==> config.mk <==
export PLATFORM = sky130hd
export DESIGN_NAME = traffic_light_pedestrian_sequencer_flat
export DESIGN_NICKNAME = d
export VERILOG_FILES = /design/src/rtl/core/tlps_pkg.sv /design/src/rtl/core/tlps_tick_if.sv /design/src/rtl/core/tlps_result_if.sv /design/src/rtl/core/tlps_cfg_if.sv /design/src/rtl/core/tlps_cfg_regs.sv /design/src/rtl/core/tlps_seq.sv /design/src/rtl/core/traffic_light_pedestrian_sequencer.sv /design/src/flat_wrapper.sv
export SDC_FILE = /design/constraint.sdc
export NUM_CORES = 1
export LEC_CHECK = 0
export BUFFER_PORTS_ARGS = -buffer_cell sky130_fd_sc_hd__buf_2
export CORE_MARGIN = 8
export CORE_UTILIZATION = 55
export DETAILED_ROUTE_END_ITERATION = 12
export GPL_TIMING_DRIVEN = 0
export PLACE_DENSITY = 0.72
export SLEW_MARGIN = 20
export SYNTH_ARGS = -nofsm -noshare
export SYNTH_HDL_FRONTEND = slang
export SYNTH_SLANG_ARGS = --single-unit
==> constraint.sdc <==
create_clock -name clk -period 5.4 [get_ports clk]
set_input_delay 0.54 -clock clk [delete_from_list [all_inputs] [get_ports clk]]
set_output_delay 0.54 -clock clk [all_outputs]
set_load 0.01 [all_outputs]
==> src/rtl/core/tlps_pkg.sv <==
// Package of the traffic light pedestrian sequencer: register indexes, reset values,
// the configuration and result records and the seven-segment decoder.
// Depends on nothing; tlps_cfg_regs, tlps_seq and the top level import it.
`default_nettype none

package tlps_pkg;

    localparam int CNT_W       = 24;
    localparam int CFG_INDEX_W = 8;
    localparam int CFG_DATA_W  = 24;

    localparam logic [CFG_INDEX_W-1:0] REG_GREEN_SECONDS   = 8'd0;
    localparam logic [CFG_INDEX_W-1:0] REG_YELLOW_SECONDS  = 8'd1;
    localparam logic [CFG_INDEX_W-1:0] REG_RED_SECONDS     = 8'd2;
    localparam logic [CFG_INDEX_W-1:0] REG_ALL_RED_SECONDS = 8'd3;
    localparam logic [CFG_INDEX_W-1:0] REG_COUNTDOWN_START = 8'd4;
    localparam logic [CFG_INDEX_W-1:0] REG_SECOND_TICKS    = 8'd5;
    localparam logic [CFG_INDEX_W-1:0] REG_SCAN_TICKS      = 8'd6;
    localparam logic [CFG_INDEX_W-1:0] REG_DEBOUNCE_TICKS  = 8'd7;

    localparam logic [7:0]       RST_GREEN_SECONDS   = 8'd7;
    localparam logic [7:0]       RST_YELLOW_SECONDS  = 8'd3;
    localparam logic [7:0]       RST_RED_SECONDS     = 8'd9;
    localparam logic [7:0]       RST_ALL_RED_SECONDS = 8'd1;
    localparam logic [3:0]       RST_COUNTDOWN_START = 4'd9;
    localparam logic [CNT_W-1:0] RST_SECOND_TICKS    = 24'd1000000;
    localparam logic [CNT_W-1:0] RST_SCAN_TICKS      = 24'd100000;
    localparam logic [CNT_W-1:0] RST_DEBOUNCE_TICKS  = 24'd50000;

    localparam logic [3:0] DIGIT_MAX = 4'd9;
    localparam logic [6:0] SEG_BLANK = 7'h7F;

    localparam logic [2:0] CODE_GREEN     = 3'd0;
    localparam logic [2:0] CODE_YELLOW    = 3'd1;
    localparam logic [2:0] CODE_RED       = 3'd2;
    localparam logic [2:0] CODE_CLEAR_IN  = 3'd3;
    localparam logic [2:0] CODE_COUNT     = 3'd4;
    localparam logic [2:0] CODE_CLEAR_OUT = 3'd5;

    typedef enum logic [5:0] {
        PH_GREEN     = 6'b000001,
        PH_YELLOW    = 6'b000010,
        PH_RED       = 6'b000100,
        PH_CLEAR_IN  = 6'b001000,
        PH_COUNT     = 6'b010000,
        PH_CLEAR_OUT = 6'b100000
    } phase_t;

    typedef struct packed {
        logic [7:0]       green_seconds;
        logic [7:0]       yellow_seconds;
        logic [7:0]       red_seconds;
        logic [7:0]       all_red_seconds;
        logic [3:0]       countdown_start;
        logic [CNT_W-1:0] second_ticks;
        logic [CNT_W-1:0] scan_ticks;
        logic [CNT_W-1:0] debounce_ticks;
    } cfg_t;

    typedef struct packed {
        logic       red_lamp;
        logic       yellow_lamp;
        logic       green_lamp;
        logic [6:0] segments;
        logic       request_pending;
        logic [2:0] phase_code;
    } result_t;

    function automatic logic [7:0] at_least_one8(input logic [7:0] v);
        return (v == 8'd0) ? 8'd1 : v;
    endfunction

    function automatic logic [CNT_W-1:0] at_least_one_cnt(input logic [CNT_W-1:0] v);
        return (v == '0) ? CNT_W'(1) : v;
    endfunction

    function automatic logic [3:0] clamp_digit(input logic [3:0] v);
        return (v > DIGIT_MAX) ? DIGIT_MAX : v;
    endfunction

    // Active-low segments; digits above nine show as nine.
    function automatic logic [6:0] seg_decode(input logic [3:0] digit);
        logic [6:0] seg;
        case (digit)
            4'd0:    seg = 7'h40;
            4'd1:    seg = 7'h79;
            4'd2:    seg = 7'h24;
            4'd3:    seg = 7'h30;
            4'd4:    seg = 7'h19;
            4'd5:    seg = 7'h12;
            4'd6:    seg = 7'h02;
            4'd7:    seg = 7'h78;
            4'd8:    seg = 7'h00;
            default: seg = 7'h10;
        endcase
        return seg;
    endfunction

endpackage

`default_nettype wire

==> src/rtl/core/tlps_tick_if.sv <==
// Input channel of the sequencer: one item per time tick with the button level.
// Depends on nothing.
`default_nettype none

interface tlps_tick_if;
    logic valid;
    logic ready;
    logic button_level;

    modport source (output valid, output button_level, input ready);
    modport sink (input valid, input button_level, output ready);
endinterface

`default_nettype wire

==> src/rtl/core/tlps_result_if.sv <==
// Output channel of the sequencer: lamp drives, segments, request flag and phase code.
// Depends on nothing.
`default_nettype none

interface tlps_result_if;
    logic       valid;
    logic       ready;
    logic       red_lamp;
    logic       yellow_lamp;
    logic       green_lamp;
    logic [6:0] segments;
    logic       request_pending;
    logic [2:0] phase_code;

    modport source (
        output valid, output red_lamp, output yellow_lamp, output green_lamp,
        output segments, output request_pending, output phase_code, input ready
    );
    modport sink (
        input valid, input red_lamp, input yellow_lamp, input green_lamp,
        input segments, input request_pending, input phase_code, output ready
    );
endinterface

`default_nettype wire

==> src/rtl/core/tlps_cfg_if.sv <==
// Configuration write channel of the sequencer: register index and write data.
// Depends on nothing.
`default_nettype none

interface tlps_cfg_if;
    logic        valid;
    logic        ready;
    logic [7:0]  index;
    logic [23:0] data;

    modport source (output valid, output index, output data, input ready);
    modport sink (input valid, input index, input data, output ready);
endinterface

`default_nettype wire

==> src/rtl/core/tlps_cfg_regs.sv <==
// Configuration register bank of the sequencer, written through the configuration channel.
// Depends on tlps_pkg and tlps_cfg_if.
`default_nettype none

module tlps_cfg_regs
    import tlps_pkg::*;
#(
    parameter int TICK_COUNT_WIDTH = 24
) (
    input  wire logic   clk,
    input  wire logic   rst_n,
    tlps_cfg_if.sink    cfg,
    output cfg_t        cfg_values
);

    logic [7:0]                  green_reg;
    logic [7:0]                  yellow_reg;
    logic [7:0]                  red_reg;
    logic [7:0]                  all_red_reg;
    logic [3:0]                  start_reg;
    logic [TICK_COUNT_WIDTH-1:0] second_reg;
    logic [TICK_COUNT_WIDTH-1:0] scan_reg;
    logic [TICK_COUNT_WIDTH-1:0] debounce_reg;
    logic                        write_en;

    assign cfg.ready = 1'b1;
    assign write_en  = cfg.valid;

    always_ff @(posedge clk or negedge rst_n)
    begin
        if (!rst_n)
        begin
            green_reg    <= RST_GREEN_SECONDS;
            yellow_reg   <= RST_YELLOW_SECONDS;
            red_reg      <= RST_RED_SECONDS;
            all_red_reg  <= RST_ALL_RED_SECONDS;
            start_reg    <= RST_COUNTDOWN_START;
            second_reg   <= TICK_COUNT_WIDTH'(RST_SECOND_TICKS);
            scan_reg     <= TICK_COUNT_WIDTH'(RST_SCAN_TICKS);
            debounce_reg <= TICK_COUNT_WIDTH'(RST_DEBOUNCE_TICKS);
        end
        else if (write_en)
        begin
            case (cfg.index)
                REG_GREEN_SECONDS:   green_reg    <= cfg.data[7:0];
                REG_YELLOW_SECONDS:  yellow_reg   <= cfg.data[7:0];
                REG_RED_SECONDS:     red_reg      <= cfg.data[7:0];
                REG_ALL_RED_SECONDS: all_red_reg  <= cfg.data[7:0];
                REG_COUNTDOWN_START: start_reg    <= cfg.data[3:0];
                REG_SECOND_TICKS:    second_reg   <= TICK_COUNT_WIDTH'(cfg.data);
                REG_SCAN_TICKS:      scan_reg     <= TICK_COUNT_WIDTH'(cfg.data);
                REG_DEBOUNCE_TICKS:  debounce_reg <= TICK_COUNT_WIDTH'(cfg.data);
                default:
                begin
                end
            endcase
        end
    end

    always_comb
    begin
        cfg_values.green_seconds   = green_reg;
        cfg_values.yellow_seconds  = yellow_reg;
        cfg_values.red_seconds     = red_reg;
        cfg_values.all_red_seconds = all_red_reg;
        cfg_values.countdown_start = start_reg;
        cfg_values.second_ticks    = CNT_W'(second_reg);
        cfg_values.scan_ticks      = CNT_W'(scan_reg);
        cfg_values.debounce_ticks  = CNT_W'(debounce_reg);
    end

endmodule

`default_nettype wire

==> src/rtl/core/tlps_seq.sv <==
// Phase sequencer, button scanning and debounce of the traffic light controller.
// Holds the sequencing state and advances it by one tick when step is high.
// Depends on tlps_pkg.
`default_nettype none

module tlps_seq
    import tlps_pkg::*;
(
    input  wire logic clk,
    input  wire logic rst_n,
    input  wire logic step,
    input  wire logic button_level,
    input  cfg_t      cfg_values,
    output result_t   tick_result
);

    phase_t           phase_reg,    phase_next;
    logic [CNT_W-1:0] tick_reg,     tick_next;
    logic [7:0]       sec_reg,      sec_next;
    logic [CNT_W-1:0] scan_reg,     scan_next;
    logic [CNT_W-1:0] deb_cnt_reg,  deb_cnt_next;
    logic             deb_wait_reg, deb_wait_next;
    logic             held_reg,     held_next;
    logic             req_reg,      req_next;
    logic [3:0]       digit_reg,    digit_next;

    logic             scanning;
    logic             confirm;
    logic             req_sampled;
    logic [CNT_W-1:0] deb_inc;
    logic [CNT_W-1:0] scan_inc;
    logic [CNT_W-1:0] tick_inc;
    logic [7:0]       sec_inc;
    logic [7:0]       phase_len;
    logic [3:0]       start_digit;
    logic             enter_en;
    phase_t           enter_phase;

    assign scanning    = (phase_reg == PH_GREEN) || (phase_reg == PH_YELLOW)
                         || (phase_reg == PH_RED);
    assign deb_inc     = deb_cnt_reg + CNT_W'(1);
    assign scan_inc    = scan_reg + CNT_W'(1);
    assign tick_inc    = tick_reg + CNT_W'(1);
    assign sec_inc     = sec_reg + 8'd1;
    assign start_digit = clamp_digit(cfg_values.countdown_start);

    always_comb
    begin
        case (phase_reg)
            PH_GREEN:  phase_len = at_least_one8(cfg_values.green_seconds);
            PH_YELLOW: phase_len = at_least_one8(cfg_values.yellow_seconds);
            PH_RED:    phase_len = at_least_one8(cfg_values.red_seconds);
            PH_COUNT:  phase_len = {4'd0, start_digit} + 8'd1;
            default:   phase_len = at_least_one8(cfg_values.all_red_seconds);
        endcase
    end

    always_comb
    begin
        phase_next    = phase_reg;
        tick_next     = tick_reg;
        sec_next      = sec_reg;
        scan_next     = scan_reg;
        deb_cnt_next  = deb_cnt_reg;
        deb_wait_next = deb_wait_reg;
        held_next     = held_reg;
        req_next      = req_reg;
        digit_next    = digit_reg;
        confirm       = 1'b0;
        enter_en      = 1'b0;

        // Button sampling and debounce.
        if (deb_wait_reg)
        begin
            deb_cnt_next = deb_inc;
            if (deb_inc >= cfg_values.debounce_ticks)
            begin
                deb_wait_next = 1'b0;
                confirm       = 1'b1;
            end
        end
        else if (scanning && (scan_reg == '0))
        begin
            if (button_level)
            begin
                held_next = 1'b0;
            end
            else if (cfg_values.debounce_ticks == '0)
            begin
                confirm = 1'b1;
            end
            else
            begin
                deb_wait_next = 1'b1;
                deb_cnt_next  = '0;
            end
        end

        if (confirm && !button_level && !held_reg)
        begin
            held_next = 1'b1;
            req_next  = 1'b1;
        end
        req_sampled = req_next;

        if (scanning)
        begin
            scan_next = (scan_inc >= at_least_one_cnt(cfg_values.scan_ticks)) ? '0 : scan_inc;
        end

        // Second timing and phase changes.
        tick_next = tick_inc;
        if (tick_inc >= at_least_one_cnt(cfg_values.second_ticks))
        begin
            tick_next = '0;
            sec_next  = sec_inc;
            if ((phase_reg == PH_COUNT) && (digit_reg != 4'd0))
            begin
                digit_next = digit_reg - 4'd1;
            end
            enter_en = (sec_inc >= phase_len);
        end

        case (phase_reg)
            PH_GREEN:    enter_phase = PH_YELLOW;
            PH_YELLOW:   enter_phase = req_sampled ? PH_CLEAR_IN : PH_RED;
            PH_RED:      enter_phase = PH_GREEN;
            PH_CLEAR_IN: enter_phase = PH_COUNT;
            PH_COUNT:    enter_phase = PH_CLEAR_OUT;
            default:     enter_phase = PH_GREEN;
        endcase

        if (enter_en)
        begin
            phase_next = enter_phase;
            sec_next   = 8'd0;
            scan_next  = '0;
            if (phase_reg == PH_CLEAR_OUT)
            begin
                req_next = 1'b0;
            end
            if (enter_phase == PH_CLEAR_IN)
            begin
                deb_wait_next = 1'b0;
                deb_cnt_next  = '0;
            end
            if (enter_phase == PH_COUNT)
            begin
                digit_next = start_digit;
            end
        end
    end

    always_comb
    begin
        tick_result.red_lamp        = 1'b0;
        tick_result.yellow_lamp     = 1'b0;
        tick_result.green_lamp      = 1'b0;
        tick_result.segments        = SEG_BLANK;
        tick_result.request_pending = req_sampled;
        case (phase_reg)
            PH_GREEN:
            begin
                tick_result.green_lamp = 1'b1;
                tick_result.phase_code = CODE_GREEN;
            end
            PH_YELLOW:
            begin
                tick_result.yellow_lamp = 1'b1;
                tick_result.phase_code  = CODE_YELLOW;
            end
            PH_RED:
            begin
                tick_result.red_lamp   = 1'b1;
                tick_result.phase_code = CODE_RED;
            end
            PH_CLEAR_IN:
            begin
                tick_result.red_lamp   = 1'b1;
                tick_result.phase_code = CODE_CLEAR_IN;
            end
            PH_COUNT:
            begin
                tick_result.red_lamp   = 1'b1;
                tick_result.segments   = seg_decode(digit_reg);
                tick_result.phase_code = CODE_COUNT;
            end
            default:
            begin
                tick_result.red_lamp   = 1'b1;
                tick_result.phase_code = CODE_CLEAR_OUT;
            end
        endcase
    end

    always_ff @(posedge clk or negedge rst_n)
    begin
        if (!rst_n)
        begin
            phase_reg    <= PH_GREEN;
            tick_reg     <= '0;
            sec_reg      <= 8'd0;
            scan_reg     <= '0;
            deb_cnt_reg  <= '0;
            deb_wait_reg <= 1'b0;
            held_reg     <= 1'b0;
            req_reg      <= 1'b0;
            digit_reg    <= 4'd0;
        end
        else if (step)
        begin
            phase_reg    <= phase_next;
            tick_reg     <= tick_next;
            sec_reg      <= sec_next;
            scan_reg     <= scan_next;
            deb_cnt_reg  <= deb_cnt_next;
            deb_wait_reg <= deb_wait_next;
            held_reg     <= held_next;
            req_reg      <= req_next;
            digit_reg    <= digit_next;
        end
    end

    // No debounce wait may survive outside the scanning phases.
    assert property (@(posedge clk) disable iff (!rst_n) !scanning |-> !deb_wait_reg)
        else $error("debounce wait active outside scanning phases");

    // The pedestrian crossing is only ever entered with a request latched.
    assert property (@(posedge clk) disable iff (!rst_n)
        (phase_reg == PH_CLEAR_IN || phase_reg == PH_COUNT || phase_reg == PH_CLEAR_OUT)
        |-> req_reg)
        else $error("crossing phase without a latched request");

    // A request is only dropped when the closing all-red ends.
    assert property (@(posedge clk) disable iff (!rst_n)
        $fell(req_reg) |-> ($past(phase_reg) == PH_CLEAR_OUT) && (phase_reg == PH_GREEN))
        else $error("request cleared outside the end of the crossing");

    // The countdown digit never leaves the decimal range.
    assert property (@(posedge clk) disable iff (!rst_n) digit_reg <= DIGIT_MAX)
        else $error("countdown digit out of range");

endmodule

`default_nettype wire

==> src/rtl/core/traffic_light_pedestrian_sequencer.sv <==
// Top level of the traffic light pedestrian sequencer: input register, result register,
// configuration bank and phase sequencer.
// Depends on tlps_pkg, the three channel interfaces, tlps_cfg_regs and tlps_seq.
//
// Usage: each item on the tick channel is one time tick carrying the active-low
// pedestrian button level. For every item exactly one result item is produced on the
// result channel, giving the lamp drives, the active-low countdown segments, the
// request flag and the phase code of the tick it belongs to.
// The tick is held in an input register; when the output register can load, the sequencer
// state advances and the result is captured in the output register. One item is taken
// every cycle while the receiver keeps taking results.
// When the receiver stalls, the result stays in the output register and the input
// register fills; ticks are then refused until the result is taken.
// Configuration registers are written through the configuration channel, which is
// always ready; writes belong in idle periods only. Unknown indexes are ignored.
// Reset puts the sequencer in green with all counters and the request cleared and
// loads the default phase and timing values.
`default_nettype none

module traffic_light_pedestrian_sequencer
    import tlps_pkg::*;
#(
    parameter int TICK_COUNT_WIDTH = 24
) (
    input  wire logic     clk,
    input  wire logic     rst_n,
    tlps_tick_if.sink     tick,
    tlps_result_if.source result,
    tlps_cfg_if.sink      cfg
);

    cfg_t    cfg_values;
    result_t tick_result;
    result_t out_reg;
    logic    in_valid_reg;
    logic    in_level_reg;
    logic    out_valid_reg;
    logic    out_load;
    logic    s1_fire;
    logic    in_take;

    tlps_cfg_regs #(
        .TICK_COUNT_WIDTH (TICK_COUNT_WIDTH)
    ) u_cfg_regs (
        .clk        (clk),
        .rst_n      (rst_n),
        .cfg        (cfg),
        .cfg_values (cfg_values)
    );

    tlps_seq u_seq (
        .clk          (clk),
        .rst_n        (rst_n),
        .step         (s1_fire),
        .button_level (in_level_reg),
        .cfg_values   (cfg_values),
        .tick_result  (tick_result)
    );

    assign out_load   = !out_valid_reg || result.ready;
    assign s1_fire    = in_valid_reg && out_load;
    assign tick.ready = !in_valid_reg || out_load;
    assign in_take    = tick.valid && tick.ready;

    always_ff @(posedge clk or negedge rst_n)
    begin
        if (!rst_n)
        begin
            in_valid_reg  <= 1'b0;
            out_valid_reg <= 1'b0;
        end
        else
        begin
            if (in_take)
            begin
                in_valid_reg <= 1'b1;
            end
            else if (s1_fire)
            begin
                in_valid_reg <= 1'b0;
            end

            if (s1_fire)
            begin
                out_valid_reg <= 1'b1;
            end
            else if (result.ready)
            begin
                out_valid_reg <= 1'b0;
            end
        end
    end

    always_ff @(posedge clk)
    begin
        if (in_take)
        begin
            in_level_reg <= tick.button_level;
        end
        if (s1_fire)
        begin
            out_reg <= tick_result;
        end
    end

    assign result.valid           = out_valid_reg;
    assign result.red_lamp        = out_reg.red_lamp;
    assign result.yellow_lamp     = out_reg.yellow_lamp;
    assign result.green_lamp      = out_reg.green_lamp;
    assign result.segments        = out_reg.segments;
    assign result.request_pending = out_reg.request_pending;
    assign result.phase_code      = out_reg.phase_code;

    // An item held in the input register is passed on as soon as the output can load.
    assert property (@(posedge clk) disable iff (!rst_n)
        (in_valid_reg && out_load && !in_take) |=> !in_valid_reg)
        else $error("input item not passed on to the result register");

    // A stalled result blocks a new item from entering the full input register.
    assert property (@(posedge clk) disable iff (!rst_n)
        (in_valid_reg && out_valid_reg && !result.ready) |-> !tick.ready)
        else $error("tick accepted while both stages are full");

    // A result becomes valid only in the cycle after an item left the input register.
    assert property (@(posedge clk) disable iff (!rst_n)
        $rose(out_valid_reg) |-> $past(in_valid_reg))
        else $error("result raised without a pending item");

endmodule

`default_nettype wire
==> src/flat_wrapper.sv <==
// flat-port wrapper written by rule: the top's interface ports become plain ports
module traffic_light_pedestrian_sequencer_flat import tlps_pkg::*;
#(
    parameter int TICK_COUNT_WIDTH = 24
)
  (clk, rst_n, tick_valid, tick_button_level, tick_ready, result_valid, result_red_lamp, result_yellow_lamp, result_green_lamp, result_segments, result_request_pending, result_phase_code, result_ready, cfg_valid, cfg_index, cfg_data, cfg_ready);
  tlps_tick_if tick_i ();
  tlps_result_if result_i ();
  tlps_cfg_if cfg_i ();
  input  wire logic clk;
  input  wire logic rst_n;
  input wire logic [$bits(tick_i.valid)-1:0] tick_valid;
  input wire logic [$bits(tick_i.button_level)-1:0] tick_button_level;
  output wire logic [$bits(tick_i.ready)-1:0] tick_ready;
  output wire logic [$bits(result_i.valid)-1:0] result_valid;
  output wire logic [$bits(result_i.red_lamp)-1:0] result_red_lamp;
  output wire logic [$bits(result_i.yellow_lamp)-1:0] result_yellow_lamp;
  output wire logic [$bits(result_i.green_lamp)-1:0] result_green_lamp;
  output wire logic [$bits(result_i.segments)-1:0] result_segments;
  output wire logic [$bits(result_i.request_pending)-1:0] result_request_pending;
  output wire logic [$bits(result_i.phase_code)-1:0] result_phase_code;
  input wire logic [$bits(result_i.ready)-1:0] result_ready;
  input wire logic [$bits(cfg_i.valid)-1:0] cfg_valid;
  input wire logic [$bits(cfg_i.index)-1:0] cfg_index;
  input wire logic [$bits(cfg_i.data)-1:0] cfg_data;
  output wire logic [$bits(cfg_i.ready)-1:0] cfg_ready;
  assign tick_i.valid = tick_valid;
  assign tick_i.button_level = tick_button_level;
  assign tick_ready = tick_i.ready;
  assign result_valid = result_i.valid;
  assign result_red_lamp = result_i.red_lamp;
  assign result_yellow_lamp = result_i.yellow_lamp;
  assign result_green_lamp = result_i.green_lamp;
  assign result_segments = result_i.segments;
  assign result_request_pending = result_i.request_pending;
  assign result_phase_code = result_i.phase_code;
  assign result_i.ready = result_ready;
  assign cfg_i.valid = cfg_valid;
  assign cfg_i.index = cfg_index;
  assign cfg_i.data = cfg_data;
  assign cfg_ready = cfg_i.ready;
  traffic_light_pedestrian_sequencer #(.TICK_COUNT_WIDTH(TICK_COUNT_WIDTH)) u_core (.clk(clk), .rst_n(rst_n), .tick(tick_i), .result(result_i), .cfg(cfg_i));
endmodule
==> impl_results.md <==
* Reg clk slew, reported paths at 0.06 ns
* Final setup margin at approximately 0.59 ns
* Initial antenna violation count at 0
* Distinct cells, synth at between 70 and 80
* Critical Path, Cell by Cell: xor2_1 > o211ai_1 > nand2_1 > clkbuf_1 > a21oi_1 > ha_1 > nand2b_1 > a211oi_1 > o31ai_1 > a21oi_1 > o21ai_1 > o2111ai_4 > a21oi_4 > buf_6 > o21ai_0
* Final Cell Area at between 10000 and 15000 sq um
* Port Buf Inserts at 51
* DR vias/cell at between 5 and 6
* Most used cell, CP: a21oi_1
* Hpwl dp at 23.2 mm
* Synthesized area at approximately 13000 sq um
* Iter 0 DRT Violations at roughly 750
* Antenna fix cells at 0
* Status: complete, no violations
* Core Rows at 56
* Post_cts resized at 0
* Worst reg2reg path endpoint: u_core.u_seq.deb_cnt_reg[22]$_DFFE_PN0P_
* TritonCTS Sinks at between 200 and 250
* Sequential area share after synthesis at between 40% and 50%
* WHS Path Cells at 1
* Post-Syn Nets at between 1000 and 1500
* Io pins at 55
* RePlAce Congestion at around 0.86
* Hold crit path type: primary input to register
* Die W at 170 microns
* CP endpoint kind: register
* WL/cell at 18.1 microns
* Nets at 1543
* Final Core Density at between 60 and 70%
* Worst slew margin at about 39%
* RR Startpoint: u_core.u_seq.phase_reg[0]$_DFFE_PN1P_
* Total track usage at 22.1%
* Power Total at 5.99 mW
* Worst EP required at 5.79 ns
* WHS Endpoint: u_core.in_level_reg$_DFFE_PP_
* Pwr per Cell Area at a little over 400 nW/um^2
* Maximum VDD drop at between 0.3 and 0.4 mV
* Total Wirelength at 31.8 mm
* Met3 WL at about 1.5 mm
* Post-synth top area cell: dfrtp_1
* Die Ht at approximately 170 microns
* Area Growth Syn to Fin at 12.7%
* Fin. max-slew vios at 0
* Post-Synthesis Cells at around 1300
* EDFF count, synth at 15
* Critical path's largest stage delay at 0.72 ns
* Fin crit share at between 80 and 90%
* Worst-Skew Late Latency at 0.53 ns
* Final Hold Fails at 0
* Top routing layer used: met4
* Global route overflow at 0
* Vias in the first global route at between 10000 and 15000
* CTS tree: built
* Slowest CP cell: o21ai_1
* R2r setup slk at ~0.59 ns
* CP startpoint kind: register
* Synth Register Bits at about 220
* Ys flop type: dfrtp_1
* H-tree levels at 1
* Placement Cell Area at 13700 sq um
* Vias at between 10000 and 15000
* Largest net degree at the start of global routing at 81
* Yosys top cell area share at between 30 and 40%
* Max cap viols at 0
* Metal2 WL at approximately 15 mm
* Routed metal-1 wirelength at 14.6 mm
* TNS Setup at 0 ns
* Worst Hold Launch: tick_button_level
* Reg2Reg Depth at 15
* Setup violators final at 0
* Crit path arrival time at 5.20 ns
* Starting Density at between 50% and 60%
* Syn avg cell area at between 9 and 10 sq um
* Worst slack at placement at 0.632 ns
* Slew @ Worst Pin at 0.913 ns
* Synthesis warning total at 0
* Leak at approximately 6.7 nW
* WS Path Type: register to register
* Die area at 28800 sq um
* First-pass GRT wire length at a little over 50 mm
* RSZ-0062 raised after global routing: false
* Min cycle time layout at 4.81 ns
* Core Footprint at ~23000 sq um
* Ys async rst share at between 90% and 100%
* Clock tree buffer depth at 3
* CP max FO at 10
* DRC Markers at 0
* Share of cells above drive strength 1 at slightly below 20%
* Fin Clk Skew at 0.0146 ns
* Total CTS buffers at 25
* FMAX at between 0.2 and 0.25 GHz
* Final ANT Viol Nets at 0
* Clock Tree Root: clkbuf_16
* Area contributors post-synth: dfrtp_1 (33%), mux2_2 (9.6%), ha_1 (8.8%), dfstp_2 (6.1%), o21ai_0 (4.7%)
* Pre-antenna DRT Iters at 5
==> through the flow <==
| stage | hold WS [ns] | std cells |
|---|---|---|
| 6_report | 0.195 | 1752 |
| 5_1_grt | 0.177 | 1752 |
| 4_1_cts | 0.182 | 1752 |
| 3_5_place_dp | 0.474 | 1705 |
| 3_3_place_gp | 0.470 | 1703 |
| 2_1_floorplan | 0.244 | 1333 |
==> placed cells by master (no fill, tap or decap), types with 4 or more instances in the layout <==
| master | instances |
|---|---|
| a211oi_1 | 5 |
| a21o_1 | 23 |
| a21oi_1 | 27 |
| a22o_1 | 7 |
| a22oi_1 | 12 |
| a31oi_1 | 5 |
| and2_1 | 14 |
| and3_1 | 25 |
| and4_1 | 8 |
| buf_2 | 58 |
| bufinv_16 | 4 |
| clkbuf_1 | 35 |
| clkbuf_16 | 26 |
| clkbuf_8 | 6 |
| dfrtp_1 | 173 |
| dfstp_2 | 30 |
| edfxtp_1 | 15 |
| ha_1 | 91 |
| inv_1 | 100 |
| mux2_2 | 111 |
| nand2_1 | 147 |
| nand2b_1 | 24 |
| nand3_1 | 48 |
| nand3b_1 | 6 |
| nand4_1 | 23 |
| nor2_1 | 49 |
| nor2b_1 | 13 |
| nor3_1 | 30 |
| nor3b_2 | 4 |
| nor4_1 | 29 |
| o21ai_0 | 121 |
| o31ai_1 | 9 |
| or2_2 | 19 |
| or3_1 | 6 |
| or4_1 | 6 |
| xnor2_1 | 38 |
| xor2_1 | 19 |
==> where the power goes <==
part / leakage [nW] / switching, mW / total [mW] / internal, mW
Clock: 0.438 / 0.687 / 1.84 / 1.15
Sequential: 2.78 / 0.218 / 2.09 / 1.87
Combinational: 3.52 / 1.29 / 2.06 / 0.775
Total: 6.74 / 2.19 / 5.99 / 3.80
==> critical path, delay by kind of cell (launching register included) <==
| family | cells | cell delay (ns) |
|---|---|---|
| simple gates | 2 | 0.48 |
| compound gates | 9 | 2.88 |
| fa+ha+maj | 1 | 0.13 |
| flops | 1 | 0.58 |
| xor+xnor | 1 | 0.09 |
| buf+inv | 2 | 0.49 |
==> per-layer routing <==
layer | global-route usage (%) | up-vias
li1 | - | 4900
met1 | 30.1 | 5056
met2 | 35.6 | 213
met3 | 3.35 | 48
met4 | 7.27 | 0
met5 | 0 | -
==> cells by family (layout without fill, tap and decap cells) <==
group	Yosys count	in the layout	synth area share [%]
AND/OR/NAND/NOR	463	463	18.5
AO/OA/AOI/OAI	247	247	12.0
flip-flops	218	218	42.8
buffers and inverters	143	243	4.29
multiplexers	113	113	9.76
adder cells (fa/ha/maj)	91	91	8.75
XOR/XNOR	57	57	3.84
other	1	1	0.0288
==> final cells by class <==
class,instances,area (sq um)
clock buffer,36,748
buffer,42,180
clock inverter,10,161
tap,319,399
sequential,218,5570
multi-input combinational,972,6890
inverter,101,379
fill,1929,8670
timing repair buffer,54,330
==> repair_timing <==
| item | CTS | global route |
|---|---|---|
| hold endpoints to repair | 42 | 0 |
| setup buffers | 0 | 0 |
| hold buffers | 1 | 0 |
==> worst max path at each step <==
stage | endpoint | start | slack (ns) | depth (start not counted)
2_1_floorplan | u_core.u_seq.deb_cnt_reg[13]$_DFFE_PN0P_ | u_core.u_seq.deb_cnt_reg[0]$_DFFE_PN0P_ | 1.57 | 17
3_3_place_gp | u_core.u_seq.sec_reg[5]$_DFFE_PN0P_ | rst_n | 0.27 | 1
3_5_place_dp | u_core.u_seq.deb_cnt_reg[22]$_DFFE_PN0P_ | u_core.u_seq.phase_reg[0]$_DFFE_PN1P_ | 0.63 | 14
4_1_cts | u_core.u_seq.deb_cnt_reg[22]$_DFFE_PN0P_ | u_core.u_seq.deb_cnt_reg[0]$_DFFE_PN0P_ | 0.60 | 17
5_1_grt | u_core.u_seq.deb_cnt_reg[22]$_DFFE_PN0P_ | u_core.u_seq.phase_reg[0]$_DFFE_PN1P_ | 0.26 | 14
6_report | u_core.u_seq.deb_cnt_reg[22]$_DFFE_PN0P_ | u_core.u_seq.phase_reg[0]$_DFFE_PN1P_ | 0.59 | 15
==> cells in the mapped netlist (all sizes together) (3+ instances only) <==
cell     count
dfrtp      173
nand2      147
o21ai      123
mux2       111
inv        101
ha          91
nor2        49
nand3       48
xnor2       38
clkbuf      32
nor3        32
nor4        31
dfstp       30
a21oi       29
and3        25
nand2b      24
a21o        23
nand4       23
or2         20
xor2        19
edfxtp      15
and2        14
nor2b       13
a22oi       12
buf         10
o31ai       10
and4         8
a22o         7
a31oi        6
nand3b       6
or3          6
or4          6
a211oi       5
nor3b        5
a21boi       3
a2bb2oi      3
nand4b       3
o211ai       3
o21a         3
o21bai       3
o22a         3
No activity file was read; power rests on OpenSTA's default activity.
